$ cat src/rtl/core/rrps_pkg.sv
// Shared types and constants for the repeated reply packet sender
`timescale 1ns / 1ps
package rrps_pkg;

  localparam logic [1:0] KIND_TICK   = 2'd0;
  localparam logic [1:0] KIND_POWER  = 2'd1;
  localparam logic [1:0] KIND_STATUS = 2'd2;

  localparam logic [1:0] REG_POWER_DELAY  = 2'd0;
  localparam logic [1:0] REG_POWER_CYCLES = 2'd1;
  localparam logic [1:0] REG_STATUS_DELAY = 2'd2;
  localparam logic [1:0] REG_STATUS_CYCLES = 2'd3;

  localparam logic [7:0] RST_POWER_DELAY   = 8'd50;
  localparam logic [7:0] RST_POWER_CYCLES  = 8'd7;
  localparam logic [7:0] RST_STATUS_DELAY  = 8'd5;
  localparam logic [7:0] RST_STATUS_CYCLES = 8'd3;

  localparam logic [7:0] FRAME_HEAD = 8'hFD;
  localparam logic [7:0] FRAME_TAIL = 8'hFE;
  localparam logic [7:0] POWER_CMD  = 8'h01;
  localparam logic [7:0] FRAME_PAD  = 8'h00;

  localparam logic [2:0] BYTE_HEAD = 3'd0;
  localparam logic [2:0] BYTE_CMD  = 3'd1;
  localparam logic [2:0] BYTE_PAD  = 3'd2;
  localparam logic [2:0] BYTE_A    = 3'd3;
  localparam logic [2:0] BYTE_B    = 3'd4;
  localparam logic [2:0] BYTE_TAIL = 3'd5;

  localparam int QUEUE_DEPTH_DEF = 2;

  typedef struct packed {
    logic [7:0] cmd;
    logic [7:0] byte_a;
    logic [7:0] byte_b;
  } frame_job_t;

  typedef struct packed {
    logic       valid;
    frame_job_t job;
  } job_push_t;

  typedef struct packed {
    logic empty;
    logic full;
  } queue_stat_t;

endpackage

$ cat src/rtl/core/rrps_queue.sv
// Small register queue of frame jobs between front and back
`timescale 1ns / 1ps
module rrps_queue import rrps_pkg::*; #(
  parameter int DEPTH = QUEUE_DEPTH_DEF
) (
  input  logic        clk,
  input  logic        rst_n,
  input  job_push_t   push,
  input  logic        pop,
  output frame_job_t  head,
  output queue_stat_t stat
);

  localparam int AW = (DEPTH > 1) ? $clog2(DEPTH) : 1;
  localparam int CW = $clog2(DEPTH + 1);
  localparam logic [AW-1:0] LAST_PTR = AW'(DEPTH - 1);
  localparam logic [CW-1:0] FULL_CNT = CW'(DEPTH);

  frame_job_t    mem_r [DEPTH];
  logic [AW-1:0] wr_ptr_r, wr_ptr_nxt;
  logic [AW-1:0] rd_ptr_r, rd_ptr_nxt;
  logic [CW-1:0] count_r, count_nxt;
  logic          do_push, do_pop;

  assign do_push   = push.valid && !stat.full;
  assign do_pop    = pop && !stat.empty;
  assign stat.empty = (count_r == '0);
  assign stat.full  = (count_r == FULL_CNT);
  assign head       = mem_r[rd_ptr_r];

  always_comb begin
    wr_ptr_nxt = wr_ptr_r;
    rd_ptr_nxt = rd_ptr_r;
    count_nxt  = count_r;
    if (do_push) begin
      wr_ptr_nxt = (wr_ptr_r == LAST_PTR) ? '0 : wr_ptr_r + 1'b1;
    end
    if (do_pop) begin
      rd_ptr_nxt = (rd_ptr_r == LAST_PTR) ? '0 : rd_ptr_r + 1'b1;
    end
    if (do_push && !do_pop) begin
      count_nxt = count_r + 1'b1;
    end else if (do_pop && !do_push) begin
      count_nxt = count_r - 1'b1;
    end
  end

  always_ff @(posedge clk) begin
    if (!rst_n) begin
      wr_ptr_r <= '0;
      rd_ptr_r <= '0;
      count_r  <= '0;
    end else begin
      wr_ptr_r <= wr_ptr_nxt;
      rd_ptr_r <= rd_ptr_nxt;
      count_r  <= count_nxt;
    end
  end

  always_ff @(posedge clk) begin
    if (do_push) begin
      mem_r[wr_ptr_r] <= push.job;
    end
  end

endmodule

$ cat src/rtl/core/rrps_front.sv
// Front end: configuration, reply mode state and tick handling
`timescale 1ns / 1ps
module rrps_front import rrps_pkg::*; (
  input  logic        clk,
  input  logic        rst_n,
  input  logic        cfg_we,
  input  logic [1:0]  cfg_index,
  input  logic [7:0]  cfg_wdata,
  input  logic        accept,
  input  logic [1:0]  in_kind,
  input  logic [7:0]  in_status_command,
  input  logic [7:0]  in_status_value,
  input  logic [7:0]  in_dimmer_duty,
  output job_push_t   push
);

  logic [7:0] power_delay_r, power_cycles_r, status_delay_r, status_cycles_r;
  logic       power_active_r, power_active_nxt;
  logic       status_active_r, status_active_nxt;
  logic       send_pending_r, send_pending_nxt;
  logic [7:0] delay_count_r, delay_count_nxt;
  logic [7:0] cycle_count_r, cycle_count_nxt;

  logic [7:0] sel_ticks, sel_cycles;
  logic [8:0] delay_inc, cycle_inc;
  logic       delay_hit, cycle_hit;

  assign sel_ticks  = power_active_r ? power_delay_r  : status_delay_r;
  assign sel_cycles = power_active_r ? power_cycles_r : status_cycles_r;
  assign delay_inc  = {1'b0, delay_count_r} + 9'd1;
  assign cycle_inc  = {1'b0, cycle_count_r} + 9'd1;
  assign delay_hit  = (delay_inc >= {1'b0, sel_ticks});
  assign cycle_hit  = (cycle_inc >= {1'b0, sel_cycles});

  always_comb begin
    power_active_nxt  = power_active_r;
    status_active_nxt = status_active_r;
    send_pending_nxt  = send_pending_r;
    delay_count_nxt   = delay_count_r;
    cycle_count_nxt   = cycle_count_r;
    push              = '0;
    if (accept) begin
      unique case (in_kind)
        KIND_POWER: begin
          power_active_nxt = 1'b1;
          send_pending_nxt = 1'b1;
        end
        KIND_STATUS: begin
          status_active_nxt = 1'b1;
          send_pending_nxt  = 1'b1;
        end
        KIND_TICK: begin
          if (power_active_r || status_active_r) begin
            if (send_pending_r) begin
              send_pending_nxt = 1'b0;
              push.valid       = 1'b1;
              if (power_active_r) begin
                push.job = '{cmd: POWER_CMD, byte_a: FRAME_PAD, byte_b: FRAME_PAD};
              end else begin
                push.job = '{cmd: in_status_command, byte_a: in_status_value,
                             byte_b: in_dimmer_duty};
              end
            end else if (delay_hit) begin
              delay_count_nxt  = '0;
              send_pending_nxt = 1'b1;
              if (cycle_hit) begin
                cycle_count_nxt = '0;
                if (power_active_r) begin
                  power_active_nxt = 1'b0;
                end else begin
                  status_active_nxt = 1'b0;
                end
              end else begin
                cycle_count_nxt = cycle_inc[7:0];
              end
            end else begin
              delay_count_nxt = delay_inc[7:0];
            end
          end else begin
            delay_count_nxt = '0;
            cycle_count_nxt = '0;
          end
        end
        default: ;
      endcase
    end
  end

  always_ff @(posedge clk) begin
    if (!rst_n) begin
      power_delay_r   <= RST_POWER_DELAY;
      power_cycles_r  <= RST_POWER_CYCLES;
      status_delay_r  <= RST_STATUS_DELAY;
      status_cycles_r <= RST_STATUS_CYCLES;
      power_active_r  <= 1'b0;
      status_active_r <= 1'b0;
      send_pending_r  <= 1'b0;
      delay_count_r   <= '0;
      cycle_count_r   <= '0;
    end else begin
      if (cfg_we) begin
        unique case (cfg_index)
          REG_POWER_DELAY:   power_delay_r   <= cfg_wdata;
          REG_POWER_CYCLES:  power_cycles_r  <= cfg_wdata;
          REG_STATUS_DELAY:  status_delay_r  <= cfg_wdata;
          REG_STATUS_CYCLES: status_cycles_r <= cfg_wdata;
          default: ;
        endcase
      end
      power_active_r  <= power_active_nxt;
      status_active_r <= status_active_nxt;
      send_pending_r  <= send_pending_nxt;
      delay_count_r   <= delay_count_nxt;
      cycle_count_r   <= cycle_count_nxt;
    end
  end

endmodule

$ cat src/rtl/core/rrps_back.sv
// Back end: serialises queued frame jobs into output bytes
`timescale 1ns / 1ps
module rrps_back import rrps_pkg::*; (
  input  logic        clk,
  input  logic        rst_n,
  input  frame_job_t  head,
  input  queue_stat_t stat,
  output logic        pop,
  output logic        out_valid,
  input  logic        out_ready,
  output logic [7:0]  out_tx_byte,
  output logic        out_last_byte
);

  frame_job_t job_r, job_nxt;
  logic       busy_r, busy_nxt;
  logic [2:0] idx_r, idx_nxt;
  logic       valid_r, valid_nxt;
  logic [7:0] byte_r, byte_nxt;
  logic       last_r, last_nxt;
  logic       advance;
  logic [7:0] cur_byte;

  assign advance       = !valid_r || out_ready;
  assign pop           = !busy_r && !stat.empty;
  assign out_valid     = valid_r;
  assign out_tx_byte   = byte_r;
  assign out_last_byte = last_r;

  always_comb begin
    unique case (idx_r)
      BYTE_HEAD: cur_byte = FRAME_HEAD;
      BYTE_CMD:  cur_byte = job_r.cmd;
      BYTE_PAD:  cur_byte = FRAME_PAD;
      BYTE_A:    cur_byte = job_r.byte_a;
      BYTE_B:    cur_byte = job_r.byte_b;
      BYTE_TAIL: cur_byte = FRAME_TAIL;
      default:   cur_byte = FRAME_PAD;
    endcase
  end

  always_comb begin
    job_nxt   = job_r;
    busy_nxt  = busy_r;
    idx_nxt   = idx_r;
    valid_nxt = valid_r;
    byte_nxt  = byte_r;
    last_nxt  = last_r;
    if (pop) begin
      job_nxt  = head;
      busy_nxt = 1'b1;
      idx_nxt  = BYTE_HEAD;
    end
    if (advance) begin
      valid_nxt = busy_r;
      if (busy_r) begin
        byte_nxt = cur_byte;
        last_nxt = (idx_r == BYTE_TAIL);
        idx_nxt  = idx_r + 3'd1;
        if (idx_r == BYTE_TAIL) begin
          busy_nxt = 1'b0;
        end
      end
    end
  end

  always_ff @(posedge clk) begin
    if (!rst_n) begin
      busy_r  <= 1'b0;
      idx_r   <= BYTE_HEAD;
      valid_r <= 1'b0;
    end else begin
      busy_r  <= busy_nxt;
      idx_r   <= idx_nxt;
      valid_r <= valid_nxt;
    end
  end

  always_ff @(posedge clk) begin
    job_r  <= job_nxt;
    byte_r <= byte_nxt;
    last_r <= last_nxt;
  end

endmodule

$ cat src/rtl/core/repeated_reply_packet_sender_top.sv
// Top level of the repeated reply packet sender
`timescale 1ns / 1ps
// Takes one request per cycle while the frame queue has room: arm requests and
// ticks that only count take effect in the cycle they are accepted. A tick with
// a send pending queues one six-byte frame (FD, command, 00, A, B, FE); the
// byte serialiser behind the queue loads a frame and then sends one byte per
// cycle while out_ready is high. QUEUE_DEPTH frames may wait between the two
// sides; in_ready drops only while the queue is full. Configuration writes land
// immediately.
module repeated_reply_packet_sender_top import rrps_pkg::*; #(
  parameter int QUEUE_DEPTH = QUEUE_DEPTH_DEF
) (
  input  logic       clk,
  input  logic       rst_n,
  input  logic       cfg_we,
  input  logic [1:0] cfg_index,
  input  logic [7:0] cfg_wdata,
  input  logic       in_valid,
  output logic       in_ready,
  input  logic [1:0] in_kind,
  input  logic [7:0] in_status_command,
  input  logic [7:0] in_status_value,
  input  logic [7:0] in_dimmer_duty,
  output logic       out_valid,
  input  logic       out_ready,
  output logic [7:0] out_tx_byte,
  output logic       out_last_byte
);

  job_push_t   push;
  frame_job_t  head;
  queue_stat_t stat;
  logic        pop;

  assign in_ready = !stat.full;

  rrps_front u_front (
    .clk               (clk),
    .rst_n             (rst_n),
    .cfg_we            (cfg_we),
    .cfg_index         (cfg_index),
    .cfg_wdata         (cfg_wdata),
    .accept            (in_valid && in_ready),
    .in_kind           (in_kind),
    .in_status_command (in_status_command),
    .in_status_value   (in_status_value),
    .in_dimmer_duty    (in_dimmer_duty),
    .push              (push)
  );

  rrps_queue #(.DEPTH(QUEUE_DEPTH)) u_queue (
    .clk   (clk),
    .rst_n (rst_n),
    .push  (push),
    .pop   (pop),
    .head  (head),
    .stat  (stat)
  );

  rrps_back u_back (
    .clk           (clk),
    .rst_n         (rst_n),
    .head          (head),
    .stat          (stat),
    .pop           (pop),
    .out_valid     (out_valid),
    .out_ready     (out_ready),
    .out_tx_byte   (out_tx_byte),
    .out_last_byte (out_last_byte)
  );

endmodule

$ cat config.mk
export PLATFORM = sky130hd
export DESIGN_NAME = repeated_reply_packet_sender_top
export DESIGN_NICKNAME = d
export VERILOG_FILES = /design/src/rtl/core/rrps_pkg.sv /design/src/rtl/core/rrps_queue.sv /design/src/rtl/core/rrps_front.sv /design/src/rtl/core/rrps_back.sv /design/src/rtl/core/repeated_reply_packet_sender_top.sv
export SDC_FILE = /design/constraint.sdc
export NUM_CORES = 1
export LEC_CHECK = 0
export BUFFER_PORTS_ARGS = -buffer_cell sky130_fd_sc_hd__clkbuf_2
export CORE_UTILIZATION = 54
export CTS_CLUSTER_SIZE = 40
export DETAILED_ROUTE_END_ITERATION = 7
export PLACE_DENSITY = 0.76
export SYNTH_ARGS = -nofsm -noshare
export SYNTH_HDL_FRONTEND = slang
export SYNTH_SLANG_ARGS = --single-unit
export TNS_END_PERCENT = 10
$ cat constraint.sdc
create_clock -name clk -period 2.4 [get_ports clk]
set_input_delay 0 -clock clk [delete_from_list [all_inputs] [get_ports clk]]
set_output_delay 0 -clock clk [all_outputs]
set_load 0.1 [all_outputs]
==> results of run 1 <==
==> cell type report <==
type,count,share of cell area
well taps,143,0.0221
multi-input cells,371,0.337
flip-flops and latches,141,0.451
clock inverters,14,0.0195
inverters,9,0.00418
clock buffers,18,0.0531
repair buffers,123,0.112
==> through the flow <==
step | setup TNS (ps) | utilization | power [uW]
2_1_floorplan | -170 | - | 4150
3_3_place_gp | 0 | 0.601 | 4450
5_1_grt | -2190 | 0.705 | 7420
6_report | -188 | 0.705 | 7150
3_5_place_dp | -674 | 0.601 | 4510
4_1_cts | 0 | 0.692 | 7160
==> sequential cells by signal, indices dropped and copies added (netlist names), 2 cells and up <==
signal / cells
u_queue.count_r: 2
u_front.power_cycles_r: 8
u_back.idx_r: 3
u_front.delay_count_r: 8
u_front.status_cycles_r: 8
u_back.out_tx_byte: 8
u_front.power_delay_r: 8
u_back.job_r: 24
u_front.status_delay_r: 8
u_front.cycle_count_r: 8
u_queue.mem_r: 48
==> routing by layer <==
layer / global-route usage / part of all wire / vias up
met5: 0 / 0 / -
met4: 0.128 / 0.039 / 0
met3: 0.0549 / 0.033 / 46
met2: 0.415 / 0.54 / 116
met1: 0.238 / 0.39 / 2150
li1: - / - / 2186
==> logic make-up after synthesis <==
| kind of cell | synth area share |
|---|---|
| AO/OA/AOI/OAI | 0.0862 |
| XOR/XNOR | 0.0193 |
| adder cells (fa/ha/maj) | 0.0452 |
| buffers and inverters | 0.0258 |
| flip-flops | 0.571 |
| multiplexers | 0.0964 |
| AND/OR/NAND/NOR | 0.156 |
==> report_power, final <==
part | switching (uW) | total, uW | internal (uW) | leakage [uW]
clock | 1060 | 2610 | 1550 | 0.000286
sequential | 146 | 3080 | 2930 | 0.00117
combinational | 1000 | 1460 | 458 | 0.00160
==> worst min-delay path, stage by stage <==
cell	delay [ps]
clkbuf_2	100
buf_4	230
nand2_1	90
==> cell usage after synthesis, types with 7 or more instances <==
master / instances / area [um2]
xor2_1: 8 / 70.1
dfxtp_1: 60 / 1200
nor3_1: 7 / 35.0
clkbuf_1: 11 / 41.3
nor2_1: 31 / 116
edfxtp_1: 81 / 2430
mux2_2: 26 / 293
a21oi_1: 15 / 75.1
mux2i_1: 32 / 320
and2_1: 24 / 150
a31oi_1: 9 / 56.3
nand2_1: 75 / 282
nor2b_1: 9 / 56.3
a21boi_0: 10 / 75.1
inv_1: 9 / 33.8
ha_1: 23 / 288
nand3_1: 12 / 60.1
o21ai_0: 23 / 115
==> final timing paths <==
check | startpoint | to | slack (ps)
worst max-delay path | u_front.delay_count_r[1] | u_front.cycle_count_r[7] | -50
worst min-delay path | rst_n | u_front.power_delay_r[1] | 40
worst max register to register | u_front.delay_count_r[1] | u_front.cycle_count_r[7] | -50
worst min register to register | u_front.status_delay_r[1] | u_front.status_delay_r[1] | 460
==> repair_timing <==
| action | in CTS | in global routing |
|---|---|---|
| buffers inserted | 2 | 4 |
| hold endpoints to repair | 85 | 0 |
| pin swaps | 11 | 27 |
| hold buffers | 36 | 0 |
| gates resized for setup | 17 | 24 |
| cloned | 0 | 0 |
| setup endpoints to repair | 15 | 18 |
==> results.md, run 1 <==
- Initial detailed-routing violation count: 237
- Main synth FF type: edfxtp_1
- Routed Wire Length: 13,400 um
- First-pass GRT wire length: 21,500 um
- Commonest non-fill, non-tap cell in the layout: edfxtp_1
- Violated checks: setup timing
- Worst Setup Start Kind: flip-flop
- Outcome: finished, violations left
- Initial antenna violation count: 0
- Core ar.: 0.0115 mm2
- Post-synthesis cell count: 544
- Footprint of the multi-input gates: 0.00273 mm2
- Mapped Avg Cell Area: 11.7 um2
- Commonest non-fill, non-tap cells in the layout: edfxtp_1 (81), nand2_1 (73), dfxtp_1 (55)
- Fillers: 784
- DP Wirelength: 8540 um
- DP Area: 0.00689 mm2
- Setup violators final: 7
- Finished Cell Area: 0.00808 mm2
- Buf/Inv on CP: 2
- Yosys cell types: 59
- Vias/cell: 5.49
- Total vias in the final route: 4,498
- Final ANT Viol Nets: 0
- Slew Viols, Final: 0
- RSZ-0062 raised after global routing: true
- Wirelength per Cell: 16.3 um
- Clk_lat worst skew: 420 ps
- Endpoints failing hold: 0
- Row cnt: 39
- Clk root buf: clkbuf_16
- CP peak stage delay: 430 ps
- Hold Path Stages: 3
- Share of cells above drive strength 1: 0.281
- Pin count of the biggest net entering global routing: 34
- Fin cells: 819
- Die Height: 111 um
- Placed instance count: 745
- Post-Syn Area: 0.00636 mm2
- CP top delay family: compound AO/OA/AOI/OAI gates
- Worst setup margin: -49.2 ps
- Worst Max-Slew Pin Slew: 870 ps
- # nets final: 727
- Period utilization: 1.02
- Clk_skew: 9.29 ps
- DP Worst Slack: -74.0 ps
- Max frequency: 408 MHz
- Total Die Area: 0.0122 mm2
- Drt pass-1 iters: 5
- P_leak: 0.00305 uW
- CP max stage cell: o31a_2
- Hold Crit Class: in2reg
- Sequential element share of the synthesized area: 0.571
- Critical Path Fanout Max: 8
- Hold slack: 37.1 ps
- Width of the chip: 111 um
- Worst EP arrival: 2770 ps
- CTS Buf Count: 17
- Clock-pin transition on the worst setup and hold timing paths: 60 ps
- Required time worst endpoint: 2720 ps
- Register area: 0.00365 mm2
- Minimum clock period: 2450 ps
- Max cap viols: 0
- All-Layer GR Usage: 0.228
- Layout area overhead: 27.0%
- Crit Path Class: reg2reg
- Synth Warn #: 0
- # IOs: 52
- Post-synthesis register bit count: 141
- Diode count: 0
- DRC Markers: 0
- Initial Utilization: 0.555
- CP Capture Type: flip-flop
- Slew margin rel.: 0.419
- Peak VDD IR: 0.908 mV
- Cell Chain, Critical Path: ha_4 -> buf_4 -> xor2_1 -> ha_1 -> o21ai_2 -> a21oi_1 -> o31a_2 -> buf_12 -> o2111ai_4 -> nand2b_4 -> nand2_2
- Pwr Density: 885 mW/mm2
- EDFF count, synth: 81
- Global placement routability congestion: 0.859
- H-tree Lvls: 4
- GRT Residual Overflow: 0
- Fraction of registers with async set or reset after synthesis: 0
- WP depth: 11
- CTS Sinks: 141
- Vias in the first global route: 4,703
- CTS Buffer Depth: 2
- Reg2reg path depth: 11
- IO buf count: 51
- CTS tree: done
- Mapped Nets: 608
No activity file was read; power rests on OpenSTA's default activity.
==> run 2: changes to the inputs <==
--- a/config.mk
+++ b/config.mk
@@ -12,5 +12,6 @@
 export PLACE_DENSITY = 0.76
 export SYNTH_ARGS = -nofsm -noshare
 export SYNTH_HDL_FRONTEND = slang
+export SYNTH_HIERARCHICAL = 1
 export SYNTH_SLANG_ARGS = --single-unit
 export TNS_END_PERCENT = 10
==> run 2 against run 1 <==
Synthesized cell count shrank 0.74%. Fmax shrank 3.2%. Critical path type unchanged. Critical endpoint is now u_front/status_active_r. Design area grew 3.9%. Core utilization grew 3.1 points. Combinational power shrank 76%. Worst setup slack lost 82 ps. Power shrank 22%. Routed wire length grew 6.9%. The flow still finishes with violations (setup timing). Register-to-register slack lost 80 ps. Synthesized area shrank 0.12%. Clock power is essentially flat. Sequential share of layout area shrank 1.5 points.
==> results.md, run 2 <==
- Post-synthesis adder-cell area fraction: 0.0453
- Critical Path Fanout Max: 8
- CTS Buffer Depth: 2
- Vias/cell: 5.55
- DRC Markers: 0
- Peak VDD IR: 0.469 mV
- Reg2reg path depth: 12
- Wirelength per Cell: 17.2 um
- Register area: 0.00367 mm2
- Max frequency: 395 MHz
- Initial antenna violation count: 0
- Pwr Density: 663 mW/mm2
- Total vias in the final route: 4,618
- Global placement routability congestion: 0.916
- Endpoints failing hold: 0
- Layout area overhead: 32.1%
- Hold Crit Start: cfg_index[0]
- Area contributors post-synth: edfxtp_1 (38%), dfxtp_1 (19%), mux2i_1 (4.9%)
- RSZ-0062 raised after global routing: true
- Final ANT Viol Nets: 0
- Worst reg2reg startpoint: u_front/cycle_count_r[0]
- Post-synth top cells: edfxtp_1 (81), dfxtp_1 (61), nand2_1 (57), mux2i_1 (31), and2_1 (29)
- Initial detailed-routing violation count: 308
- GRT Residual Overflow: 0
- Reg-to-reg critical path endpoint: u_front/status_active_r
- Worst Hold Endpoint: u_front/status_delay_r[3]
- Yosys top cell area share: 0.383
- P_leak: 0.00330 uW
- Core ar.: 0.0114 mm2
- Synth Area in Compound Gates: 0.0957
- Minimum clock period: 2530 ps
- IO buf count: 51
- H-tree Lvls: 4
- Die Height: 110 um
- Post-synthesis cell count: 540
- Fillers: 752
- Clk root buf: clkbuf_16
- Width of the chip: 110 um
- Worst setup margin: -131 ps
- Most common cell in the netlist: edfxtp_1
- Setup violators final: 19
- CTS Buf Count: 17
- Biggest regs: u_queue/mem_r: 48 flops, u_back/job_r: 24 flops
- Commonest non-fill, non-tap cells in the layout: edfxtp_1 (81), nand2_1 (56), dfxtp_1 (55)
- Post-Synth XOR/XNOR Area: 0.0248
- Power Total: 5570 uW
- All-Layer GR Usage: 0.246
- Slew Viols, Final: 0
- Hold Path Stages: 4
- DP Wirelength: 9250 um
- Worst Max-Slew Pin Slew: 753 ps
- Commonest non-fill, non-tap cell in the layout: edfxtp_1
- # nets final: 740
- Largest family of logic cells by synthesized area: simple AND/OR/NAND/NOR gates
- Fraction of registers with async set or reset after synthesis: 0
- Drt pass-1 iters: 5
- # IOs: 52
- Post-synthesis register bit count: 142
- Routed Wire Length: 14,300 um
- Sequential element share of the synthesized area: 0.575
- CP Capture Type: flip-flop
- Clk_lat worst skew: 420 ps
- Worst Setup Start Kind: flip-flop
- Mapped Avg Cell Area: 11.8 um2
- Row cnt: 39
- Yosys cell types: 54
- Mux share of post-synthesis cell area: 0.0949
- Reg2Reg Setup Slack: -130 ps
- Clk_skew: 5.89 ps
- First-pass GRT wire length: 23,000 um
- Largest Register: u_queue/mem_r
- Synth Warn #: 6
- Core Util, Final: 0.735
- Main synth FF type: edfxtp_1
- Required time worst endpoint: 2700 ps
- Mapped Nets: 604
- Max cap viols: 0
- Footprint of the multi-input gates: 0.00285 mm2
- Violated checks: setup timing
- Worst EP arrival: 2830 ps
- CTS tree: done
- Simple-Gate Fraction of Synth Area: 0.137
- Pin count of the biggest net entering global routing: 40
- Slew margin rel.: 0.496
- Share of cells above drive strength 1: 0.308
- Clock-pin transition on the worst setup and hold timing paths: 60 ps
- Post-Syn Area: 0.00635 mm2
- Area leader, netlist: edfxtp_1
- Period utilization: 1.05
- EDFF count, synth: 81
- Outcome: finished, violations left
- Crit Path Class: reg2reg
- Initial Utilization: 0.556
- Diode count: 0
- Max reg flops: 48
- Vias in the first global route: 4,741
- Hold Crit Class: in2reg
- CTS Sinks: 142
- Total Die Area: 0.0122 mm2
-- run 2: cell types whose count changed after synthesis, moves of 7 or more --
cell | before | now
inv_1 | 9 | 17
nand2_1 | 75 | 57
a21oi_1 | 15 | 8
nor2_1 | 31 | 23
-- run 2: layout make-up --
type,instances,area share
Multi-Input combinational cell,359,0.339
Clock inverter,10,0.0164
Timing Repair Buffer,136,0.123
Sequential cell,142,0.437
Tap cell,143,0.0213
Inverter,20,0.00894
Clock buffer,22,0.0541
-- run 2: metrics by stage --
step | hold WS (ps) | TNS [ps] | setup WS (ps) | instances | cell area [um2]
floorplan | 118 | -5670 | -226 | 540 | 6430
global placement | 265 | -2220 | -158 | 759 | 7130
detailed placement | 273 | -3730 | -294 | 759 | 7130
CTS | 43.8 | -413 | -47.1 | 832 | 8330
global route | 91.1 | -3090 | -241 | 832 | 8390
finish | 63.5 | -1210 | -131 | 832 | 8390
-- run 2: cell families (layout without fill, tap and decap cells) --
kind of cell             Yosys count  in the layout
multiplexers                      57             57
AND/OR/NAND/NOR                  173            173
adder cells (fa/ha/maj)           23             23
buffers and inverters             39            188
flip-flops                       142            142
AO/OA/AOI/OAI                     88             88
XOR/XNOR                          18             18
-- run 2: how the worst max path moves through the flow --
stage	from	endpoint	slack (ps)
floorplan	u_queue/count_r[0]	u_queue/mem_r[0][0]	-230
finish	u_front/cycle_count_r[0]	u_front/status_active_r	-130
global route	u_front/delay_count_r[0]	u_front/status_active_r	-240
detailed placement	u_front/delay_count_r[1]	u_front/cycle_count_r[6]	-290
global placement	u_front/cycle_count_r[1]	u_front/status_active_r	-160
CTS	u_front/delay_count_r[1]	u_front/cycle_count_r[0]	-50
-- run 2: metal layers --
layer / routed length, um / track usage
met1: 5390 / 0.260
met2: 7750 / 0.446
met3: 637 / 0.0615
met4: 494 / 0.131
met5: 0 / 0
-- run 2: timing repair --
item                       CTS  global route
hold buffers                36             0
pin swaps                   20            11
buffers inserted             5             0
setup endpoints to repair   19            22
gates resized for setup     41            14
hold endpoints to repair    83             0
-- run 2: power breakdown --
group / switching, uW / leakage (uW) / internal (uW) / total (uW)
Sequential: 24.4 / 0.00132 / 2580 / 2610
Clock: 953 / 0.000286 / 1660 / 2610
Combinational: 173 / 0.00169 / 176 / 349
-- run 2: worst max-delay path, stage by stage (launching register included) --
cell and delay (ps):
dfxtp_4 360, ha_4 150, buf_4 140, nand3_4 80, buf_6 120, nor2_4 40, or2_4 230, ha_4 270
a21o_1 120, a221oi_2 70, o41a_4 160, a2111o_1 450, o221a_1 230
